$ cat src/terminal_key_escape_decoder_assert.svh
// Assertion macros for the terminal key escape decoder.
// Clock i_clk and active-low reset i_rst_n are taken from the enclosing scope.
`ifndef TERMINAL_KEY_ESCAPE_DECODER_ASSERT_SVH
`define TERMINAL_KEY_ESCAPE_DECODER_ASSERT_SVH

`ifndef SYNTHESIS

`define TKED_ASSERT(lbl, prop, msg) \
    lbl: assert property (@(posedge i_clk) disable iff (!i_rst_n) prop) else $error(msg);

`define TKED_ASSERT_ALL(lbl, prop, msg) \
    lbl: assert property (@(posedge i_clk) prop) else $error(msg);

`else

`define TKED_ASSERT(lbl, prop, msg)

`define TKED_ASSERT_ALL(lbl, prop, msg)

`endif

`endif

$ cat src/tked_pkg.sv
package tked_pkg;

    typedef enum logic [2:0] {
        PH_IDLE   = 3'd0,
        PH_ESC    = 3'd1,
        PH_SS3    = 3'd2,
        PH_CSI    = 3'd3,
        PH_DIGITS = 3'd4
    } t_phase;

    typedef enum logic [4:0] {
        KEY_UNKNOWN = 5'd0,
        KEY_CHAR    = 5'd1,
        KEY_ENTER   = 5'd2,
        KEY_ESC     = 5'd3,
        KEY_BKSP    = 5'd4,
        KEY_TAB     = 5'd5,
        KEY_UP      = 5'd6,
        KEY_DOWN    = 5'd7,
        KEY_LEFT    = 5'd8,
        KEY_RIGHT   = 5'd9,
        KEY_HOME    = 5'd10,
        KEY_END     = 5'd11,
        KEY_PGUP    = 5'd12,
        KEY_PGDN    = 5'd13,
        KEY_DEL     = 5'd14,
        KEY_F1      = 5'd15,
        KEY_F2      = 5'd16
    } t_key;

    localparam logic       KIND_BYTE = 1'b0;
    localparam logic       KIND_TICK = 1'b1;

    localparam logic [7:0] CH_ETX   = 8'd3;
    localparam logic [7:0] CH_BS    = 8'd8;
    localparam logic [7:0] CH_TAB   = 8'd9;
    localparam logic [7:0] CH_LF    = 8'd10;
    localparam logic [7:0] CH_CR    = 8'd13;
    localparam logic [7:0] CH_ESC   = 8'd27;
    localparam logic [7:0] CH_DEL   = 8'd127;
    localparam logic [7:0] CH_SPACE = 8'h20;
    localparam logic [7:0] CH_TILDE = 8'h7E;
    localparam logic [7:0] CH_ZERO  = 8'h30;
    localparam logic [7:0] CH_NINE  = 8'h39;
    localparam logic [7:0] CH_O     = 8'h4F;
    localparam logic [7:0] CH_LBRK  = 8'h5B;
    localparam logic [7:0] CH_UA    = 8'h41;
    localparam logic [7:0] CH_UB    = 8'h42;
    localparam logic [7:0] CH_UC    = 8'h43;
    localparam logic [7:0] CH_UD    = 8'h44;
    localparam logic [7:0] CH_UF    = 8'h46;
    localparam logic [7:0] CH_UH    = 8'h48;
    localparam logic [7:0] CH_UP    = 8'h50;
    localparam logic [7:0] CH_UQ    = 8'h51;

    localparam logic [15:0] TIMEOUT_RESET = 16'd30;
    localparam logic [6:0]  NUM_MAX       = 7'd99;

    typedef struct packed {
        t_phase      phase;
        logic [6:0]  num;
        logic [15:0] idle_cnt;
    } t_state;

    typedef struct packed {
        logic       emit;
        t_key       key;
        logic [7:0] chr;
    } t_result;

    function automatic t_key number_key(input logic [6:0] n);
        t_key k;
        begin
            case (n)
                7'd1, 7'd7:  k = KEY_HOME;
                7'd3:        k = KEY_DEL;
                7'd4, 7'd8:  k = KEY_END;
                7'd5:        k = KEY_PGUP;
                7'd6:        k = KEY_PGDN;
                7'd11:       k = KEY_F1;
                7'd12:       k = KEY_F2;
                default:     k = KEY_UNKNOWN;
            endcase
            return k;
        end
    endfunction

endpackage

$ cat src/tked_decode.sv
module tked_decode (
    input  logic              i_kind,
    input  logic [7:0]        i_byte,
    input  tked_pkg::t_state  i_state,
    input  logic [15:0]       i_timeout,
    output tked_pkg::t_state  o_state,
    output tked_pkg::t_result o_result
);

    logic            is_digit;
    logic [7:0]      digit;
    logic [9:0]      acc10;
    logic [15:0]     limit;
    logic [15:0]     cnt_inc;
    logic            fin;
    tked_pkg::t_key  fin_key;
    tked_pkg::t_state  n_state;
    tked_pkg::t_result res;

    assign is_digit = i_byte inside {[tked_pkg::CH_ZERO:tked_pkg::CH_NINE]};
    assign digit    = i_byte - tked_pkg::CH_ZERO;
    assign acc10    = 10'(i_state.num) * 10'd10 + 10'(digit[3:0]);
    assign limit    = (i_timeout == 16'd0) ? 16'd1 : i_timeout;
    assign cnt_inc  = (i_state.idle_cnt == 16'hFFFF) ? i_state.idle_cnt
                                                       : i_state.idle_cnt + 16'd1;

    always_comb begin
        n_state  = i_state;
        res.emit = 1'b0;
        res.key  = tked_pkg::KEY_UNKNOWN;
        res.chr  = 8'd0;
        fin      = 1'b0;
        fin_key  = tked_pkg::KEY_UNKNOWN;

        if (i_kind == tked_pkg::KIND_TICK) begin
            if (i_state.phase inside {tked_pkg::PH_ESC, tked_pkg::PH_SS3,
                                      tked_pkg::PH_CSI, tked_pkg::PH_DIGITS}) begin
                n_state.idle_cnt = cnt_inc;
                if (cnt_inc >= limit) begin
                    fin     = 1'b1;
                    fin_key = (i_state.phase == tked_pkg::PH_ESC) ? tked_pkg::KEY_ESC
                                                                  : tked_pkg::KEY_UNKNOWN;
                end
            end
        end else begin
            n_state.idle_cnt = 16'd0;
            case (i_state.phase)
                tked_pkg::PH_ESC: begin
                    if (i_byte == tked_pkg::CH_O) begin
                        n_state.phase = tked_pkg::PH_SS3;
                    end else if (i_byte == tked_pkg::CH_LBRK) begin
                        n_state.phase = tked_pkg::PH_CSI;
                    end else begin
                        fin = 1'b1;
                    end
                end
                tked_pkg::PH_SS3: begin
                    fin = 1'b1;
                    case (i_byte)
                        tked_pkg::CH_UP: fin_key = tked_pkg::KEY_F1;
                        tked_pkg::CH_UQ: fin_key = tked_pkg::KEY_F2;
                        tked_pkg::CH_UH: fin_key = tked_pkg::KEY_HOME;
                        tked_pkg::CH_UF: fin_key = tked_pkg::KEY_END;
                        default:         fin_key = tked_pkg::KEY_UNKNOWN;
                    endcase
                end
                tked_pkg::PH_CSI: begin
                    if (is_digit) begin
                        n_state.phase = tked_pkg::PH_DIGITS;
                        n_state.num   = 7'(digit[3:0]);
                    end else begin
                        fin = 1'b1;
                        case (i_byte)
                            tked_pkg::CH_UA: fin_key = tked_pkg::KEY_UP;
                            tked_pkg::CH_UB: fin_key = tked_pkg::KEY_DOWN;
                            tked_pkg::CH_UC: fin_key = tked_pkg::KEY_RIGHT;
                            tked_pkg::CH_UD: fin_key = tked_pkg::KEY_LEFT;
                            tked_pkg::CH_UH: fin_key = tked_pkg::KEY_HOME;
                            tked_pkg::CH_UF: fin_key = tked_pkg::KEY_END;
                            default:         fin_key = tked_pkg::KEY_UNKNOWN;
                        endcase
                    end
                end
                tked_pkg::PH_DIGITS: begin
                    if (is_digit) begin
                        n_state.num = (acc10 > 10'(tked_pkg::NUM_MAX)) ? tked_pkg::NUM_MAX
                                                                        : acc10[6:0];
                    end else begin
                        fin = 1'b1;
                        if (i_byte == tked_pkg::CH_TILDE) begin
                            fin_key = tked_pkg::number_key(i_state.num);
                        end
                    end
                end
                default: begin
                    if (i_byte == tked_pkg::CH_ESC) begin
                        n_state.phase = tked_pkg::PH_ESC;
                        n_state.num   = 7'd0;
                    end else begin
                        n_state.phase = tked_pkg::PH_IDLE;
                        res.emit      = 1'b1;
                        case (i_byte)
                            tked_pkg::CH_CR, tked_pkg::CH_LF: res.key = tked_pkg::KEY_ENTER;
                            tked_pkg::CH_BS, tked_pkg::CH_DEL: res.key = tked_pkg::KEY_BKSP;
                            tked_pkg::CH_TAB: res.key = tked_pkg::KEY_TAB;
                            tked_pkg::CH_ETX: res.key = tked_pkg::KEY_ESC;
                            default: begin
                                if (i_byte inside {[tked_pkg::CH_SPACE:tked_pkg::CH_TILDE]})
                                begin
                                    res.key = tked_pkg::KEY_CHAR;
                                    res.chr = i_byte;
                                end
                            end
                        endcase
                    end
                end
            endcase
        end

        if (fin) begin
            n_state.phase    = tked_pkg::PH_IDLE;
            n_state.num      = 7'd0;
            n_state.idle_cnt = 16'd0;
            res.emit         = 1'b1;
            res.key          = fin_key;
            res.chr          = 8'd0;
        end
    end

    assign o_state  = n_state;
    assign o_result = res;

endmodule

$ cat src/terminal_key_escape_decoder.sv
// Channel   Direction  Handshake                Payload
// in        input      i_in_valid / o_in_stall  i_kind, i_byte_value
// out       output     o_out_valid / i_out_stall o_key_code, o_char_value
// cfg       input      i_cfg_valid / o_cfg_ready i_cfg_data (timeout_ticks)
//
// One item per cycle while the result register is not stalled; an item passes the input
// register, decode and the result register in that order.
// Sequence state updates as the item leaves the input register.
// Synchronous active-low reset: idle phase, empty registers, timeout 30.
// A stalled result holds; the input keeps flowing while items give no result.
`include "terminal_key_escape_decoder_assert.svh"
module terminal_key_escape_decoder (
    input  logic        i_clk,
    input  logic        i_rst_n,
    input  logic        i_in_valid,
    output logic        o_in_stall,
    input  logic        i_kind,
    input  logic [7:0]  i_byte_value,
    output logic        o_out_valid,
    input  logic        i_out_stall,
    output logic [4:0]  o_key_code,
    output logic [7:0]  o_char_value,
    input  logic        i_cfg_valid,
    output logic        o_cfg_ready,
    input  logic [15:0] i_cfg_data
);

    logic              r_s1_valid;
    logic              r_s1_kind;
    logic [7:0]        r_s1_byte;
    tked_pkg::t_state  r_state;
    logic [15:0]       r_timeout;
    logic              r_out_valid;
    tked_pkg::t_key    r_out_key;
    logic [7:0]        r_out_chr;

    tked_pkg::t_state  n_state;
    tked_pkg::t_result dec_res;
    logic              out_free;
    logic              s1_fire;
    logic              in_take;

    tked_decode u_decode (
        .i_kind    (r_s1_kind),
        .i_byte    (r_s1_byte),
        .i_state   (r_state),
        .i_timeout (r_timeout),
        .o_state   (n_state),
        .o_result  (dec_res)
    );

    assign out_free    = !r_out_valid || !i_out_stall;
    assign s1_fire     = r_s1_valid && (out_free || !dec_res.emit);
    assign o_in_stall  = r_s1_valid && !s1_fire;
    assign in_take     = i_in_valid && !o_in_stall;
    assign o_cfg_ready = 1'b1;

    always_ff @(posedge i_clk) begin
        if (!i_rst_n) begin
            r_s1_valid <= 1'b0;
        end else if (in_take) begin
            r_s1_valid <= 1'b1;
        end else if (s1_fire) begin
            r_s1_valid <= 1'b0;
        end
    end

    always_ff @(posedge i_clk) begin
        if (in_take) begin
            r_s1_kind <= i_kind;
            r_s1_byte <= i_byte_value;
        end
    end

    always_ff @(posedge i_clk) begin
        if (!i_rst_n) begin
            r_state.phase    <= tked_pkg::PH_IDLE;
            r_state.num      <= 7'd0;
            r_state.idle_cnt <= 16'd0;
        end else if (s1_fire) begin
            r_state <= n_state;
        end
    end

    always_ff @(posedge i_clk) begin
        if (!i_rst_n) begin
            r_timeout <= tked_pkg::TIMEOUT_RESET;
        end else if (i_cfg_valid && o_cfg_ready) begin
            r_timeout <= i_cfg_data;
        end
    end

    always_ff @(posedge i_clk) begin
        if (!i_rst_n) begin
            r_out_valid <= 1'b0;
        end else if (out_free) begin
            r_out_valid <= s1_fire && dec_res.emit;
        end
    end

    always_ff @(posedge i_clk) begin
        if (out_free && s1_fire && dec_res.emit) begin
            r_out_key <= dec_res.key;
            r_out_chr <= dec_res.chr;
        end
    end

    assign o_out_valid  = r_out_valid;
    assign o_key_code   = r_out_key;
    assign o_char_value = r_out_chr;

    `TKED_ASSERT(a_idle_clean,
        (r_state.phase == tked_pkg::PH_IDLE) |->
            (r_state.idle_cnt == 16'd0 && r_state.num == 7'd0),
        "idle phase with live sequence counters")
    `TKED_ASSERT(a_num_sat, r_state.num <= tked_pkg::NUM_MAX, "digit value above saturation")
    `TKED_ASSERT(a_char_only,
        o_out_valid |-> ((o_key_code == tked_pkg::KEY_CHAR) == (o_char_value != 8'd0)),
        "char value does not match key code")
    `TKED_ASSERT(a_emit_lands, (s1_fire && dec_res.emit) |=> o_out_valid, "decoded result lost")
    `TKED_ASSERT_ALL(a_stall_busy, o_in_stall |-> r_s1_valid,
        "input stalled with empty input register")

endmodule

$ cat config.mk
export PLATFORM = sky130hd
export DESIGN_NAME = terminal_key_escape_decoder
export DESIGN_NICKNAME = d
export VERILOG_FILES = /design/src/tked_pkg.sv /design/src/tked_decode.sv /design/src/terminal_key_escape_decoder.sv
export VERILOG_INCLUDE_DIRS = /design/src /design/src/src
export SDC_FILE = /design/constraint.sdc
export NUM_CORES = 1
export LEC_CHECK = 0
export ABC_CLOCK_PERIOD_IN_PS = 13000
export BUFFER_PORTS_ARGS = -buffer_cell sky130_fd_sc_hd__buf_2
export CAP_MARGIN = 20
export CORE_MARGIN = 4
export CORE_UTILIZATION = 60
export CTS_CLUSTER_DIAMETER = 50
export DETAILED_ROUTE_END_ITERATION = 7
export HOLD_SLACK_MARGIN = 0.05
export PLACE_DENSITY = 0.87
export SLEW_MARGIN = 25
export SYNTH_ARGS = -nofsm -noshare
export SYNTH_HDL_FRONTEND = slang
export SYNTH_HIERARCHICAL = 1
export SYNTH_SLANG_ARGS = --single-unit
$ cat constraint.sdc
create_clock -name i_clk -period 13 [get_ports i_clk]
set_input_delay 1.3 -clock i_clk [delete_from_list [all_inputs] [get_ports i_clk]]
set_output_delay 1.3 -clock i_clk [all_outputs]
set_load 0.01 [all_outputs]
==> metrics.yaml <==
status: "complete, no violations"
insertion_delay_ns: 0.35
critical_path_arrival_ns: 4.67
drt_wl_total_mm: 13.3
setup_viol: 0
intPower_uw: 335
yosysTopAreaCellShare: 0.165
fillCellCount: 690
tns_ns: 0
register_area_sq_um: 1540
p_sw_uw: 134
power_frac_comb: 0.128
die_x_um: 102
muxShareOfSynthArea: 0.0905
numCtsBuffers: 9
skew_ns: 0.0143
core_area_sq_um: 8680
antenna_found_initial: 0
multi_input_area_sq_um: 3450
drt-initial-drc-count: 440
die_height_um: 102
hold_class: "reg -> reg"
syn_area_per_cell_sq_um: 8.16
synth_edf_count: 22
power.density_nw_per_um2: 82.0
synth_top_area_cell: "dfxtp_1"
grt_pass1_wl_mm: 21.3
initial_core_util: 0.615
dieArea_sq_um: 10500
io_buffers: 44
final_nets: 735
tightest_slew_ns: 0.976
final-hold-violation-count: 0
drc_errors: 0
routedWlPerCell_um: 17.0
rsz0062_at_grt: "false"
post_cts.repair.setup_buffers: 0
drive_gt1_frac: 0.122
cts_tree: "done"
cp-end-kind: "primary output"
ys.flop_type: "dfxtp_1"
overflow: 0
cts_root_buf: "clkbuf_8"
cts_sinks: 66
n_antenna_cell: 0
dp_hpwl_mm: 9.48
ant_nets: 0
yosysWarnings: 6
slew_headroom: 0.348
area_delta_synth_final_pct: 7.11
switching_share: 0.285
post-route-period-util: 0.459
peakVddDrop_v: 0.0000527
cts-resized-gates: 0
fin_crit_ns: 5.97
grt_max_degree: 71
syn-cell-area_sq_um: 5340
synth.ff_latch_count: 66
drv_cap: 0
htreeDepth: 3
synth-compound-area-share: 0.155
worstSetupStartpointType: "register"
postCtsHoldBufs: 0
synthCells: 654
synth_fp_nets: 720
grt_pass1_vias: 4574
synth-adder-area-share: 0.0872
avgViaCountPerCell: 6.39
vias: 4995
rows: 34
p_seq_frac: 0.491
yosys-top-cells-count: "91 x nand2_1, 51 x nor2_1, 46 x mux2i_1, 44 x dfxtp_1"
track_usage: 0.252
yosys.area_share.simple: 0.268
num_io_pins: 46
synth.distinct_cells: 81
power.share.clock: 0.381
synthTopCellsByArea: "dfxtp_1 17%, edfxtp_1 12%, mux2i_1 8.6%"
path_class: "reg -> out"
dr.pass1.iters: 5
synthArstFlopShare: 0
finalMaxSlewViolations: 0
hold_ws_ns: 0.510
synth_top_family_by_area: "simple AND/OR/NAND/NOR gates"
cts_max_path_buffers: 2
yosysMostFrequentCell: "nand2_1"
cp.required_ns: 11.70
gp_congestion: 1.04
clk_pin_slew_ns: 0.08
cp_max_fo: 9
p_leak_nw: 2.29
ys_seq_area_frac: 0.289
synth-xor-area-share: 0.0410
fmax_ghz: 0.168
critical path: stages (launching register included):
cell and delay, ns:
dfxtp_1 0.46, ha_1 0.27, nand3_1 0.13, nor4_2 0.40, and3_1 0.33, nand4_2 0.32
nand3_1 0.20, o21a_1 0.15, ha_1 0.26, a21oi_1 0.17, o21ai_0 0.13, a2111oi_0 0.27
a21boi_1 0.29, o31ai_2 0.10, and2_4 0.23, or2_1 0.28, nand2_1 0.10, nor2_1 0.06
buf_2 0.14
cell type report:
| cell class | count | area share |
|---|---|---|
| Multi-Input combinational cell | 512 | 0.605 |
| Sequential cell | 66 | 0.270 |
| Timing Repair Buffer | 46 | 0.0451 |
| Tap cell | 108 | 0.0236 |
| Inverter | 34 | 0.0223 |
| Clock buffer | 9 | 0.0217 |
| Clock inverter | 7 | 0.0129 |
cell families after synthesis:
kind of cell	count (synthesis)
multiplexers	48
AO/OA/AOI/OAI	121
buffers and inverters	76
XOR/XNOR	25
AND/OR/NAND/NOR	280
adder cells (fa/ha/maj)	36
other	2
flip-flops	66
path summary, 6_finish.rpt:
kind / slack, ns / from / cells past startpoint / to
worst max register to register: 7.68 / r_state[0] / 18 / r_s1_byte[6]
worst min-delay path: 0.51 / r_s1_valid / 2 / o_out_valid
worst max-delay path: 7.03 / r_state[0] / 18 / o_in_stall
worst min register to register: 0.51 / r_s1_valid / 2 / o_out_valid
routing by layer:
metal  share of wire  vias up  track usage
met3           0.084       41       0.0457
met5               0        -            0
met1            0.43     2312        0.339
met2            0.47      291        0.404
met4           0.022        0       0.0938
li1                -     2351            -
placed cells by master (no fill, tap or decap), types with 3 or more instances in the layout:
| cell | count |
|---|---|
| a211oi_1 | 5 |
| a21o_1 | 4 |
| a21oi_1 | 29 |
| a31oi_1 | 5 |
| a41oi_1 | 3 |
| and2_1 | 7 |
| and3_1 | 5 |
| buf_2 | 43 |
| clkbuf_8 | 9 |
| dfxtp_1 | 44 |
| edfxtp_1 | 22 |
| ha_1 | 34 |
| inv_1 | 34 |
| inv_4 | 3 |
| mux2i_1 | 46 |
| nand2_1 | 91 |
| nand2b_1 | 12 |
| nand3_1 | 17 |
| nand3b_1 | 3 |
| nand4_1 | 9 |
| nor2_1 | 51 |
| nor2b_1 | 24 |
| nor3_1 | 18 |
| nor4_1 | 11 |
| nor4b_1 | 3 |
| o21a_1 | 7 |
| o21ai_0 | 26 |
| o21ai_1 | 6 |
| or3_1 | 8 |
| xnor2_1 | 17 |
| xor2_1 | 8 |
flip-flops by register name, indices dropped and copies added, names as in the netlist:
signal and count:
o_char_value 8, r_s1_kind 1, r_timeout 16, o_key_code 5
r_s1_valid 1, r_state 26, o_out_valid 1, r_s1_byte 8
per-stage QoR:
stage | total power, mW | instances | util | instance area, sq um | worst slack, ns
after floorplan | 0.276 | 654 | - | 5340 | 7.98
final | 0.469 | 782 | 0.658 | 5710 | 7.03
after detailed placement | 0.293 | 766 | 0.635 | 5510 | 7.53
after global routing | 0.486 | 782 | 0.658 | 5710 | 6.69
after CTS | 0.469 | 782 | 0.658 | 5710 | 7.09
after global placement | 0.288 | 765 | 0.632 | 5490 | 7.74
power by group through the flow:
stage	Sequential [mW]	Combinational (mW)	Clock [mW]
final	0.230	0.0600	0.179
after global routing	0.231	0.0655	0.190
after CTS	0.230	0.0588	0.180
after detailed placement	0.234	0.0582	0
after global placement	0.234	0.0547	0
after floorplan	0.229	0.0473	0
(Power assumes the default switching activity.)
